## config.mk

```make
export PLATFORM = sky130hd
export DESIGN_NAME = sorted_priority_queue_core_flat
export DESIGN_NICKNAME = d
export VERILOG_FILES = /design/src/design/spq_pkg.sv /design/src/design/spq_channels.sv /design/src/design/spq_ctrl.sv /design/src/design/spq_datapath.sv /design/src/design/sorted_priority_queue_core.sv /design/src/flat_wrapper.sv
export SDC_FILE = /design/constraint.sdc
export NUM_CORES = 2
export LEC_CHECK = 0
export BUFFER_PORTS_ARGS = -buffer_cell sky130_fd_sc_hd__buf_2
export CORE_UTILIZATION = 40
export CTS_CLUSTER_DIAMETER = 100
export DETAILED_ROUTE_END_ITERATION = 7
export PLACE_DENSITY = 0.66
export SLEW_MARGIN = 30
export SYNTH_ARGS = -nofsm -noshare
export SYNTH_HDL_FRONTEND = slang
export SYNTH_SLANG_ARGS = --single-unit
```

## constraint.sdc

```tcl
create_clock -name clk -period 20 [get_ports clk]
set_clock_uncertainty 0.05 [all_clocks]
set_input_delay 0 -clock clk [delete_from_list [all_inputs] [get_ports clk]]
set_output_delay 0 -clock clk [all_outputs]
set_load 0.05 [all_outputs]
```

## src/design/spq_pkg.sv

```systemverilog
package spq_pkg;

	localparam int unsigned DATA_W      = 32;
	localparam int unsigned PRIO_W      = 32;
	localparam int unsigned STATUS_W    = 2;
	localparam int unsigned MODE_W      = 2;
	localparam int unsigned COUNT_OUT_W = 5;

	typedef logic signed [DATA_W-1:0]  data_t;
	typedef logic signed [PRIO_W-1:0]  prio_t;
	typedef logic [STATUS_W-1:0]       status_t;
	typedef logic [MODE_W-1:0]         mode_t;
	typedef logic [COUNT_OUT_W-1:0]    count_out_t;

	// Result status codes.
	localparam status_t STATUS_OK    = 2'd0;
	localparam status_t STATUS_EMPTY = 2'd1;
	localparam status_t STATUS_FULL  = 2'd2;

	// Operation codes.
	localparam logic OP_PUSH = 1'b0;
	localparam logic OP_POP  = 1'b1;

	// Ordering relation between a stored priority and the new one.
	localparam mode_t REL_LE = 2'd0;
	localparam mode_t REL_LT = 2'd1;
	localparam mode_t REL_GE = 2'd2;
	localparam mode_t REL_GT = 2'd3;

	typedef enum logic [2:0] {
		IDX_HOLD,
		IDX_ZERO,
		IDX_ONE,
		IDX_INC,
		IDX_DEC,
		IDX_COUNT
	} idx_sel_t;

	typedef enum logic [1:0] {
		RD_IDX,
		RD_IDX_M1,
		RD_ZERO
	} rd_sel_t;

	typedef enum logic [1:0] {
		WR_UP,
		WR_DOWN,
		WR_INSERT
	} wr_sel_t;

	typedef struct packed {
		logic     capture;
		logic     set_status;
		status_t  status;
		logic     take_pop;
		idx_sel_t idx_sel;
		logic     pos_zero;
		logic     pos_load;
		logic     rd_en;
		rd_sel_t  rd_sel;
		logic     wr_en;
		wr_sel_t  wr_sel;
		logic     cnt_inc;
		logic     cnt_dec;
		logic     load_out;
	} cmd_t;

	typedef struct packed {
		logic is_pop;
		logic empty;
		logic full;
		logic scan_more;
		logic idx_eq_pos;
		logic idx_eq_count;
	} sts_t;

endpackage

```

## src/design/spq_channels.sv

```systemverilog
interface spq_item_if;
	logic          valid;
	logic          ready;
	logic          opcode;
	spq_pkg::data_t element_value;
	spq_pkg::prio_t priority_value;

	modport source (output valid, output opcode, output element_value,
		output priority_value, input ready);
	modport sink (input valid, input opcode, input element_value,
		input priority_value, output ready);
endinterface

interface spq_result_if;
	logic                valid;
	logic                ready;
	spq_pkg::data_t      popped_value;
	spq_pkg::prio_t      popped_priority;
	spq_pkg::status_t    status_code;
	logic                head_valid;
	spq_pkg::data_t      head_value;
	spq_pkg::prio_t      head_priority;
	spq_pkg::count_out_t entry_count;

	modport source (output valid, output popped_value, output popped_priority,
		output status_code, output head_valid, output head_value,
		output head_priority, output entry_count, input ready);
	modport sink (input valid, input popped_value, input popped_priority,
		input status_code, input head_valid, input head_value,
		input head_priority, input entry_count, output ready);
endinterface

interface spq_cfg_if;
	logic          valid;
	logic          ready;
	spq_pkg::mode_t data;

	modport source (output valid, output data, input ready);
	modport sink (input valid, input data, output ready);
endinterface

```

## src/design/spq_ctrl.sv

```systemverilog
module spq_ctrl (
	input  logic          clk,
	input  logic          arst_n,
	input  logic          in_valid,
	output logic          in_ready,
	input  logic          out_ready,
	output logic          out_valid,
	input  spq_pkg::sts_t sts,
	output spq_pkg::cmd_t cmd
);

	typedef enum logic [3:0] {
		S_IDLE,
		S_DECIDE,
		S_SCAN_RD,
		S_SCAN_CMP,
		S_SHR_RD,
		S_SHR_WR,
		S_INS,
		S_PSH_RD,
		S_PSH_WR,
		S_HEAD_RD,
		S_HEAD_CAP
	} state_t;

	state_t state_q;
	state_t state_d;
	logic   out_valid_q;

	assign in_ready  = (state_q == S_IDLE);
	assign out_valid = out_valid_q;

	always_comb begin
		cmd         = '0;
		cmd.idx_sel = spq_pkg::IDX_HOLD;
		cmd.rd_sel  = spq_pkg::RD_IDX;
		cmd.wr_sel  = spq_pkg::WR_UP;
		cmd.status  = spq_pkg::STATUS_OK;
		state_d     = state_q;
		case (state_q)
			S_IDLE: begin
				if (in_valid) begin
					cmd.capture = 1'b1;
					state_d     = S_DECIDE;
				end
			end
			S_DECIDE: begin
				if (!sts.is_pop) begin
					if (sts.full) begin
						cmd.set_status = 1'b1;
						cmd.status     = spq_pkg::STATUS_FULL;
						state_d        = S_HEAD_RD;
					end else if (sts.empty) begin
						cmd.pos_zero = 1'b1;
						cmd.idx_sel  = spq_pkg::IDX_ZERO;
						state_d      = S_INS;
					end else begin
						cmd.idx_sel = spq_pkg::IDX_ZERO;
						state_d     = S_SCAN_RD;
					end
				end else if (sts.empty) begin
					cmd.set_status = 1'b1;
					cmd.status     = spq_pkg::STATUS_EMPTY;
					state_d        = S_HEAD_RD;
				end else begin
					cmd.take_pop = 1'b1;
					cmd.idx_sel  = spq_pkg::IDX_ONE;
					state_d      = S_PSH_RD;
				end
			end
			S_SCAN_RD: begin
				cmd.rd_en  = 1'b1;
				cmd.rd_sel = spq_pkg::RD_IDX;
				state_d    = S_SCAN_CMP;
			end
			S_SCAN_CMP: begin
				if (sts.scan_more) begin
					cmd.idx_sel = spq_pkg::IDX_INC;
					state_d     = S_SCAN_RD;
				end else begin
					cmd.pos_load = 1'b1;
					cmd.idx_sel  = spq_pkg::IDX_COUNT;
					state_d      = S_SHR_RD;
				end
			end
			S_SHR_RD: begin
				if (sts.idx_eq_pos) begin
					state_d = S_INS;
				end else begin
					cmd.rd_en  = 1'b1;
					cmd.rd_sel = spq_pkg::RD_IDX_M1;
					state_d    = S_SHR_WR;
				end
			end
			S_SHR_WR: begin
				cmd.wr_en   = 1'b1;
				cmd.wr_sel  = spq_pkg::WR_UP;
				cmd.idx_sel = spq_pkg::IDX_DEC;
				state_d     = S_SHR_RD;
			end
			S_INS: begin
				cmd.wr_en   = 1'b1;
				cmd.wr_sel  = spq_pkg::WR_INSERT;
				cmd.cnt_inc = 1'b1;
				state_d     = S_HEAD_RD;
			end
			S_PSH_RD: begin
				if (sts.idx_eq_count) begin
					cmd.cnt_dec = 1'b1;
					state_d     = S_HEAD_RD;
				end else begin
					cmd.rd_en  = 1'b1;
					cmd.rd_sel = spq_pkg::RD_IDX;
					state_d    = S_PSH_WR;
				end
			end
			S_PSH_WR: begin
				cmd.wr_en   = 1'b1;
				cmd.wr_sel  = spq_pkg::WR_DOWN;
				cmd.idx_sel = spq_pkg::IDX_INC;
				state_d     = S_PSH_RD;
			end
			S_HEAD_RD: begin
				cmd.rd_en  = 1'b1;
				cmd.rd_sel = spq_pkg::RD_ZERO;
				state_d    = S_HEAD_CAP;
			end
			S_HEAD_CAP: begin
				if (!out_valid_q || out_ready) begin
					cmd.load_out = 1'b1;
					state_d      = S_IDLE;
				end
			end
			default: begin
				state_d = S_IDLE;
			end
		endcase
	end

	always_ff @(posedge clk or negedge arst_n) begin
		if (!arst_n) begin
			state_q     <= S_IDLE;
			out_valid_q <= 1'b0;
		end else begin
			state_q <= state_d;
			if (cmd.load_out) begin
				out_valid_q <= 1'b1;
			end else if (out_ready) begin
				out_valid_q <= 1'b0;
			end
		end
	end

endmodule

```

## src/design/spq_datapath.sv

```systemverilog
module spq_datapath #(
	parameter int unsigned DEPTH = 16
) (
	input  logic                clk,
	input  logic                arst_n,
	input  logic                cfg_we,
	input  spq_pkg::mode_t      cfg_data,
	input  logic                in_opcode,
	input  spq_pkg::data_t      in_value,
	input  spq_pkg::prio_t      in_priority,
	input  spq_pkg::cmd_t       cmd,
	output spq_pkg::sts_t       sts,
	output spq_pkg::data_t      popped_value,
	output spq_pkg::prio_t      popped_priority,
	output spq_pkg::status_t    status_code,
	output logic                head_valid,
	output spq_pkg::data_t      head_value,
	output spq_pkg::prio_t      head_priority,
	output spq_pkg::count_out_t entry_count
);

	localparam int unsigned CW = $clog2(DEPTH + 1);
	localparam int unsigned AW = $clog2(DEPTH);
	localparam int unsigned OW = spq_pkg::COUNT_OUT_W;

	spq_pkg::data_t mem_val [DEPTH];
	spq_pkg::prio_t mem_prio [DEPTH];

	spq_pkg::mode_t   mode_q;
	logic [CW-1:0]    count_q;
	logic [CW-1:0]    idx_q;
	logic [CW-1:0]    pos_q;
	logic             op_q;
	spq_pkg::data_t   elem_q;
	spq_pkg::prio_t   prio_q;
	spq_pkg::data_t   rd_val_q;
	spq_pkg::prio_t   rd_prio_q;
	spq_pkg::data_t   res_pv_q;
	spq_pkg::prio_t   res_pp_q;
	spq_pkg::status_t res_st_q;

	spq_pkg::data_t      popped_value_q;
	spq_pkg::prio_t      popped_priority_q;
	spq_pkg::status_t    status_code_q;
	logic                head_valid_q;
	spq_pkg::data_t      head_value_q;
	spq_pkg::prio_t      head_priority_q;
	spq_pkg::count_out_t entry_count_q;

	logic [CW-1:0]    idx_p1;
	logic [CW-1:0]    idx_m1;
	logic [AW-1:0]    rd_addr;
	logic [AW-1:0]    wr_addr;
	spq_pkg::data_t   wr_val;
	spq_pkg::prio_t   wr_prio;
	logic             rel;
	logic             count_nz;
	logic [CW+OW-1:0] count_ext;

	assign idx_p1    = idx_q + CW'(1);
	assign idx_m1    = idx_q - CW'(1);
	assign count_nz  = (count_q != '0);
	assign count_ext = {{OW{1'b0}}, count_q};

	// Stored priority from the scan read against the priority being pushed.
	always_comb begin
		case (mode_q)
			spq_pkg::REL_LE: rel = (rd_prio_q <= prio_q);
			spq_pkg::REL_LT: rel = (rd_prio_q < prio_q);
			spq_pkg::REL_GE: rel = (rd_prio_q >= prio_q);
			default:         rel = (rd_prio_q > prio_q);
		endcase
	end

	always_comb begin
		case (cmd.rd_sel)
			spq_pkg::RD_IDX:    rd_addr = idx_q[AW-1:0];
			spq_pkg::RD_IDX_M1: rd_addr = idx_m1[AW-1:0];
			default:            rd_addr = '0;
		endcase
	end

	always_comb begin
		case (cmd.wr_sel)
			spq_pkg::WR_UP: begin
				wr_addr = idx_q[AW-1:0];
				wr_val  = rd_val_q;
				wr_prio = rd_prio_q;
			end
			spq_pkg::WR_DOWN: begin
				wr_addr = idx_m1[AW-1:0];
				wr_val  = rd_val_q;
				wr_prio = rd_prio_q;
			end
			default: begin
				wr_addr = pos_q[AW-1:0];
				wr_val  = elem_q;
				wr_prio = prio_q;
			end
		endcase
	end

	always_ff @(posedge clk) begin
		if (cmd.wr_en) begin
			mem_val[wr_addr]  <= wr_val;
			mem_prio[wr_addr] <= wr_prio;
		end
		if (cmd.rd_en) begin
			rd_val_q  <= mem_val[rd_addr];
			rd_prio_q <= mem_prio[rd_addr];
		end
	end

	always_ff @(posedge clk or negedge arst_n) begin
		if (!arst_n) begin
			mode_q  <= spq_pkg::REL_LE;
			count_q <= '0;
		end else begin
			if (cfg_we) begin
				mode_q <= cfg_data;
			end
			if (cmd.cnt_inc) begin
				count_q <= count_q + CW'(1);
			end else if (cmd.cnt_dec) begin
				count_q <= count_q - CW'(1);
			end
		end
	end

	always_ff @(posedge clk) begin
		if (cmd.capture) begin
			op_q     <= in_opcode;
			elem_q   <= in_value;
			prio_q   <= in_priority;
			res_pv_q <= '0;
			res_pp_q <= '0;
			res_st_q <= spq_pkg::STATUS_OK;
		end
		if (cmd.set_status) begin
			res_st_q <= cmd.status;
		end
		if (cmd.take_pop) begin
			res_pv_q <= head_value_q;
			res_pp_q <= head_priority_q;
		end
		case (cmd.idx_sel)
			spq_pkg::IDX_ZERO:  idx_q <= '0;
			spq_pkg::IDX_ONE:   idx_q <= CW'(1);
			spq_pkg::IDX_INC:   idx_q <= idx_p1;
			spq_pkg::IDX_DEC:   idx_q <= idx_m1;
			spq_pkg::IDX_COUNT: idx_q <= count_q;
			default:            idx_q <= idx_q;
		endcase
		if (cmd.pos_zero) begin
			pos_q <= '0;
		end else if (cmd.pos_load) begin
			pos_q <= rel ? idx_p1 : idx_q;
		end
		if (cmd.load_out) begin
			popped_value_q    <= res_pv_q;
			popped_priority_q <= res_pp_q;
			status_code_q     <= res_st_q;
			head_valid_q      <= count_nz;
			head_value_q      <= count_nz ? rd_val_q : '0;
			head_priority_q   <= count_nz ? rd_prio_q : '0;
			entry_count_q     <= count_ext[OW-1:0];
		end
	end

	always_comb begin
		sts.is_pop       = (op_q == spq_pkg::OP_POP);
		sts.empty        = !count_nz;
		sts.full         = (count_q == CW'(DEPTH));
		sts.scan_more    = rel && (idx_p1 < count_q);
		sts.idx_eq_pos   = (idx_q == pos_q);
		sts.idx_eq_count = (idx_q == count_q);
	end

	assign popped_value    = popped_value_q;
	assign popped_priority = popped_priority_q;
	assign status_code     = status_code_q;
	assign head_valid      = head_valid_q;
	assign head_value      = head_value_q;
	assign head_priority   = head_priority_q;
	assign entry_count     = entry_count_q;

endmodule

```

## src/design/sorted_priority_queue_core.sv

```systemverilog
// Sorted priority queue, one word at a time. Time from acceptance to result grows
// with the stored entries for a push or pop and includes any wait for the result
// register to be taken. A rejected word skips the walk over the single-ported
// entry memory, which reads each scanned entry and reads and writes each shifted
// entry. It can take the next word in the cycle after the result is loaded.
// Reset clears the entry count and sets the relation to less-or-equal.
module sorted_priority_queue_core #(
	parameter int unsigned DEPTH = 16
) (
	input  logic   clk,
	input  logic   arst_n,
	spq_item_if.sink     item,
	spq_result_if.source result,
	spq_cfg_if.sink      cfg
);

	// The controller sequences every operation; the datapath holds the entry
	// memory, the count, the walk index, the insert position and the result.
	spq_pkg::cmd_t cmd;
	spq_pkg::sts_t sts;

	// Relation writes are always taken; the user must send them only while idle.
	assign cfg.ready = 1'b1;

	// A push scans from the head for the insert position, then shifts the tail
	// up one entry at a time and writes the new word. A pop shifts the rest
	// down by one. Every operation ends by rereading the head entry so the
	// result reports the head after the step. The result register lets the
	// block accept the next word while a finished result still waits.
	spq_ctrl u_ctrl (
		.clk       (clk),
		.arst_n    (arst_n),
		.in_valid  (item.valid),
		.in_ready  (item.ready),
		.out_ready (result.ready),
		.out_valid (result.valid),
		.sts       (sts),
		.cmd       (cmd)
	);

	spq_datapath #(
		.DEPTH (DEPTH)
	) u_datapath (
		.clk             (clk),
		.arst_n          (arst_n),
		.cfg_we          (cfg.valid),
		.cfg_data        (cfg.data),
		.in_opcode       (item.opcode),
		.in_value        (item.element_value),
		.in_priority     (item.priority_value),
		.cmd             (cmd),
		.sts             (sts),
		.popped_value    (result.popped_value),
		.popped_priority (result.popped_priority),
		.status_code     (result.status_code),
		.head_valid      (result.head_valid),
		.head_value      (result.head_value),
		.head_priority   (result.head_priority),
		.entry_count     (result.entry_count)
	);

	// An accepted word keeps the block busy for at least the next cycle.
	a_busy_after_accept: assert property (@(posedge clk) disable iff (!arst_n)
		item.valid && item.ready |=> !item.ready)
		else $error("input ready right after an accepted word");

	// A new result never overwrites one that has not been taken.
	a_no_overwrite: assert property (@(posedge clk) disable iff (!arst_n)
		cmd.load_out |-> (!result.valid || result.ready))
		else $error("result loaded over a pending result");

	// A pop on an empty queue reports an empty queue.
	a_empty_report: assert property (@(posedge clk) disable iff (!arst_n)
		result.valid && (result.status_code == spq_pkg::STATUS_EMPTY)
		|-> !result.head_valid && (result.entry_count == '0))
		else $error("empty status with a valid head");

	// A dropped push means the queue is full, so a head exists.
	a_full_report: assert property (@(posedge clk) disable iff (!arst_n)
		result.valid && (result.status_code == spq_pkg::STATUS_FULL)
		|-> result.head_valid)
		else $error("full status without a valid head");

endmodule

```

## src/flat_wrapper.sv

```systemverilog
// flat-port wrapper written by rule: the top's interface ports become plain ports
module sorted_priority_queue_core_flat 
#(
	parameter int unsigned DEPTH = 16
)
  (clk, arst_n, item_valid, item_opcode, item_element_value, item_priority_value, item_ready, result_valid, result_popped_value, result_popped_priority, result_status_code, result_head_valid, result_head_value, result_head_priority, result_entry_count, result_ready, cfg_valid, cfg_data, cfg_ready);
  spq_item_if item_i ();
  spq_result_if result_i ();
  spq_cfg_if cfg_i ();
  input  logic clk;
  input  logic arst_n;
  input wire logic [$bits(item_i.valid)-1:0] item_valid;
  input wire logic [$bits(item_i.opcode)-1:0] item_opcode;
  input wire logic [$bits(item_i.element_value)-1:0] item_element_value;
  input wire logic [$bits(item_i.priority_value)-1:0] item_priority_value;
  output wire logic [$bits(item_i.ready)-1:0] item_ready;
  output wire logic [$bits(result_i.valid)-1:0] result_valid;
  output wire logic [$bits(result_i.popped_value)-1:0] result_popped_value;
  output wire logic [$bits(result_i.popped_priority)-1:0] result_popped_priority;
  output wire logic [$bits(result_i.status_code)-1:0] result_status_code;
  output wire logic [$bits(result_i.head_valid)-1:0] result_head_valid;
  output wire logic [$bits(result_i.head_value)-1:0] result_head_value;
  output wire logic [$bits(result_i.head_priority)-1:0] result_head_priority;
  output wire logic [$bits(result_i.entry_count)-1:0] result_entry_count;
  input wire logic [$bits(result_i.ready)-1:0] result_ready;
  input wire logic [$bits(cfg_i.valid)-1:0] cfg_valid;
  input wire logic [$bits(cfg_i.data)-1:0] cfg_data;
  output wire logic [$bits(cfg_i.ready)-1:0] cfg_ready;
  assign item_i.valid = item_valid;
  assign item_i.opcode = item_opcode;
  assign item_i.element_value = item_element_value;
  assign item_i.priority_value = item_priority_value;
  assign item_ready = item_i.ready;
  assign result_valid = result_i.valid;
  assign result_popped_value = result_i.popped_value;
  assign result_popped_priority = result_i.popped_priority;
  assign result_status_code = result_i.status_code;
  assign result_head_valid = result_i.head_valid;
  assign result_head_value = result_i.head_value;
  assign result_head_priority = result_i.head_priority;
  assign result_entry_count = result_i.entry_count;
  assign result_i.ready = result_ready;
  assign cfg_i.valid = cfg_valid;
  assign cfg_i.data = cfg_data;
  assign cfg_ready = cfg_i.ready;
  sorted_priority_queue_core #(.DEPTH(DEPTH)) u_core (.clk(clk), .arst_n(arst_n), .item(item_i), .result(result_i), .cfg(cfg_i));
endmodule
```

==> flow_summary.json <==
{
  "power.internal_uw": 6800,
  "yosys-top-cells-area": "edfxtp_1 77%, mux4_2 11%, and2_1 1.5%, inv_1 1.3%, nand2_1 1.1%",
  "cts_max_level": 4,
  "grt_pass1_vias": 27288,
  "fin_crit_ps": 5620,
  "cts_root_buffer": "clkbuf_16",
  "hold_class": "in -> reg",
  "slowest_stage": "buf_4",
  "reg2reg_slack_ps": 14380,
  "insertion_delay_ps": 770,
  "outcome": "complete, no violations",
  "vias": 26794,
  "cpPeakStageDelay_ps": 780,
  "required_ps": 20400,
  "vias_per_cell": 5.36,
  "fin_crit_sh": 0.281,
  "synth_top_cell_by_area": "edfxtp_1",
  "crit_fanout": 96,
  "synth_seq_cells": 1377,
  "gp_congestion": 0.830,
  "ant_nets": 0,
  "p_per_area_mw_per_mm2": 160,
  "antenna_found_initial": 2,
  "fmax_mhz": 178,
  "timing.hold.ws_ps": 118,
  "worstHoldPathCells": 4,
  "hold_violations": 0,
  "clockBufferDepth": 3,
  "grt_overflow_total": 0,
  "path_cells": "nor2b_1, nand3_1, and2_0, a21oi_4, buf_4, buf_4, buf_12, mux4_2, a22oi_1, o221ai_1",
  "grt_max_degree": 97,
  "largestRegisters": "u_core.u_datapath.mem_prio x512, u_core.u_datapath.mem_val x512",
  "sequentialPowerShare": 0.424,
  "p_sw_uw": 3240,
  "drive_gt1_frac": 0.243,
  "cts_buffers": 144,
  "worstSetupPathType": "reg -> reg",
  "setup-tns-final_ps": 0,
  "drc": 0,
  "grt_usage": 0.185,
  "vdd_drop_max_v": 0.000138,
  "grt_setup_unrepaired": "no",
  "finalSetupViolCount": 0,
  "die_y_um": 366,
  "power_frac_clock": 0.256,
  "p_sw_frac": 0.323,
  "ys_async_sr_fraction": 0.00871,
  "wire_per_inst_um": 24.7,
  "ys_warn_count": 0,
  "fp.coreArea_mm2": 0.131,
  "drtIter0Drc": 3101,
  "tritoncts": "done",
  "clkTransAtPathRegs_ps": 60,
  "arrival_ps": 6020,
  "syn_area_mm2": 0.0530,
  "path_common_cell": "buf_4",
  "drt-pass1-iter-count": 5,
  "ys.flop_type": "edfxtp_1",
  "maxSlewViolCount": 0,
  "die_x_um": 366,
  "synth_edf_count": 1360,
  "syn_area_per_cell_um2": 19.8,
  "slew_headroom": 0.359,
  "leakage_uw": 0.0211,
  "synth.most_common_cell": "edfxtp_1",
  "area_growth_pct": 18.2,
  "synth.top_cells.by_count": "1360 x edfxtp_1, 256 x mux4_2, 178 x inv_1, 161 x nand2_1, 130 x and2_1",
  "grt_pass1_wl_um": 182000,
  "endpoint_kind": "flip-flop",
  "ys_types": 66,
  "rr_worst_depth": 10,
  "cts_sinks": 1377,
  "dieArea_mm2": 0.134,
  "syn-num-nets": 2788,
  "num_io_pins": 211,
  "rows": 133,
  "synth_seq_area_share": 0.779,
  "fillers": 10846,
  "port_buffers": 209,
  "dp_hpwl_um": 64500,
  "fin_nets": 3248,
  "syn_inst": 2673,
  "start_kind": "flip-flop",
  "utilization": 0.476,
  "worst_pin_slew_ps": 962,
  "wirelength_um": 124000,
  "p_comb_frac": 0.320,
  "synth_top_area_frac": 0.771,
  "start_util": 0.403,
  "max-cap-violations": 0
}
## repair_timing
| item | CTS | global route |
|---|---|---|
| endpoints found under the hold margin | 85 | 0 |
| hold buffers | 142 | 0 |
| resized for setup | 0 | 0 |
| buffers inserted | 0 | 0 |
## per-stage QoR
step / power [µW] / cells / setup slack, ps / cell area [µm²]
4_1_cts: 10100 / 4999 / 14230 / 62500
3_5_place_dp: 7540 / 4598 / 14300 / 56600
2_1_floorplan: 6550 / 2673 / 13680 / 53000
5_1_grt: 10500 / 5001 / 13820 / 62600
3_3_place_gp: 7480 / 4593 / 14450 / 56500
6_report: 10000 / 5002 / 14380 / 62600
## path summary, 6_finish.rpt
path	start	end
max	u_core.u_ctrl.state_q[2]	u_core.u_datapath.rd_prio_q[8]
min	result_ready	u_core.u_ctrl.out_valid
max reg2reg	u_core.u_ctrl.state_q[2]	u_core.u_datapath.rd_prio_q[8]
min reg2reg	u_core.u_datapath.res_pp_q[7]	u_core.u_datapath.popped_priority[7]
max in group asynchronous	arst_n	u_core.u_datapath.count_q[3]
min in group asynchronous	arst_n	u_core.u_ctrl.state_q[1]
## routing by layer
metal	share of wire	GRT usage	vias to the layer above	wire (µm)
li1	-	-	11609	-
met1	0.42	0.257	13969	52100
met2	0.49	0.300	1050	60100
met3	0.072	0.0314	166	8930
met4	0.020	0.0512	0	2420
met5	0	0	-	0
## cell usage in the layout (no fill, tap or decap), types with 37 or more instances in the layout
master	count
ha_1	42
clkbuf_16	148
inv_1	176
mux4_2	256
dlygate4sd3_1	142
edfxtp_1	1360
buf_4	74
clkbuf_1	37
a22oi_1	64
buf_2	209
o21ai_0	53
and2_1	129
nand2_1	161
o221ai_1	65
## critical path: cells and delay by family, from the launching register on
kind,cells,cell delay (ps)
AO/OA/AOI/OAI,3,530
buffers and inverters,3,1970
flip-flops,1,710
multiplexers,1,590
AND/OR/NAND/NOR,3,1280
## power groups by stage
| stage | registers, µW | logic (µW) | clock network [µW] |
|---|---|---|---|
| floorplan | 4310 | 2230 | 0 |
| global placement | 4310 | 3170 | 0 |
| detailed placement | 4320 | 3220 | 0 |
| CTS | 4260 | 3260 | 2620 |
| global route | 4290 | 3510 | 2720 |
| finish | 4260 | 3210 | 2570 |
## final cells by class
class	instances	area (µm²)	share of cell area
Clock inverter	73	633	0.0101
Antenna cell	1	2.50	0.0000400
Clock buffer	186	3860	0.0616
Timing Repair Buffer	441	3300	0.0527
Tap cell	1755	2200	0.0351
Sequential cell	1377	41200	0.659
Multi-Input combinational cell	990	10700	0.171
Inverter	179	676	0.0108
## logic make-up (layout without fill, tap and decap cells)
family / after synthesis / count (layout) / share of synthesized area
xor+xnor: 22 / 22 / 0.00364
buf+inv: 306 / 879 / 0.0235
compound gates: 269 / 269 / 0.0365
fa+ha+maj: 43 / 43 / 0.0103
simple gates: 393 / 393 / 0.0369
flops: 1377 / 1377 / 0.779
other cells: 1 / 2 / 0.0000708
mux: 262 / 262 / 0.110
Power figures use the tool's default switching activity.
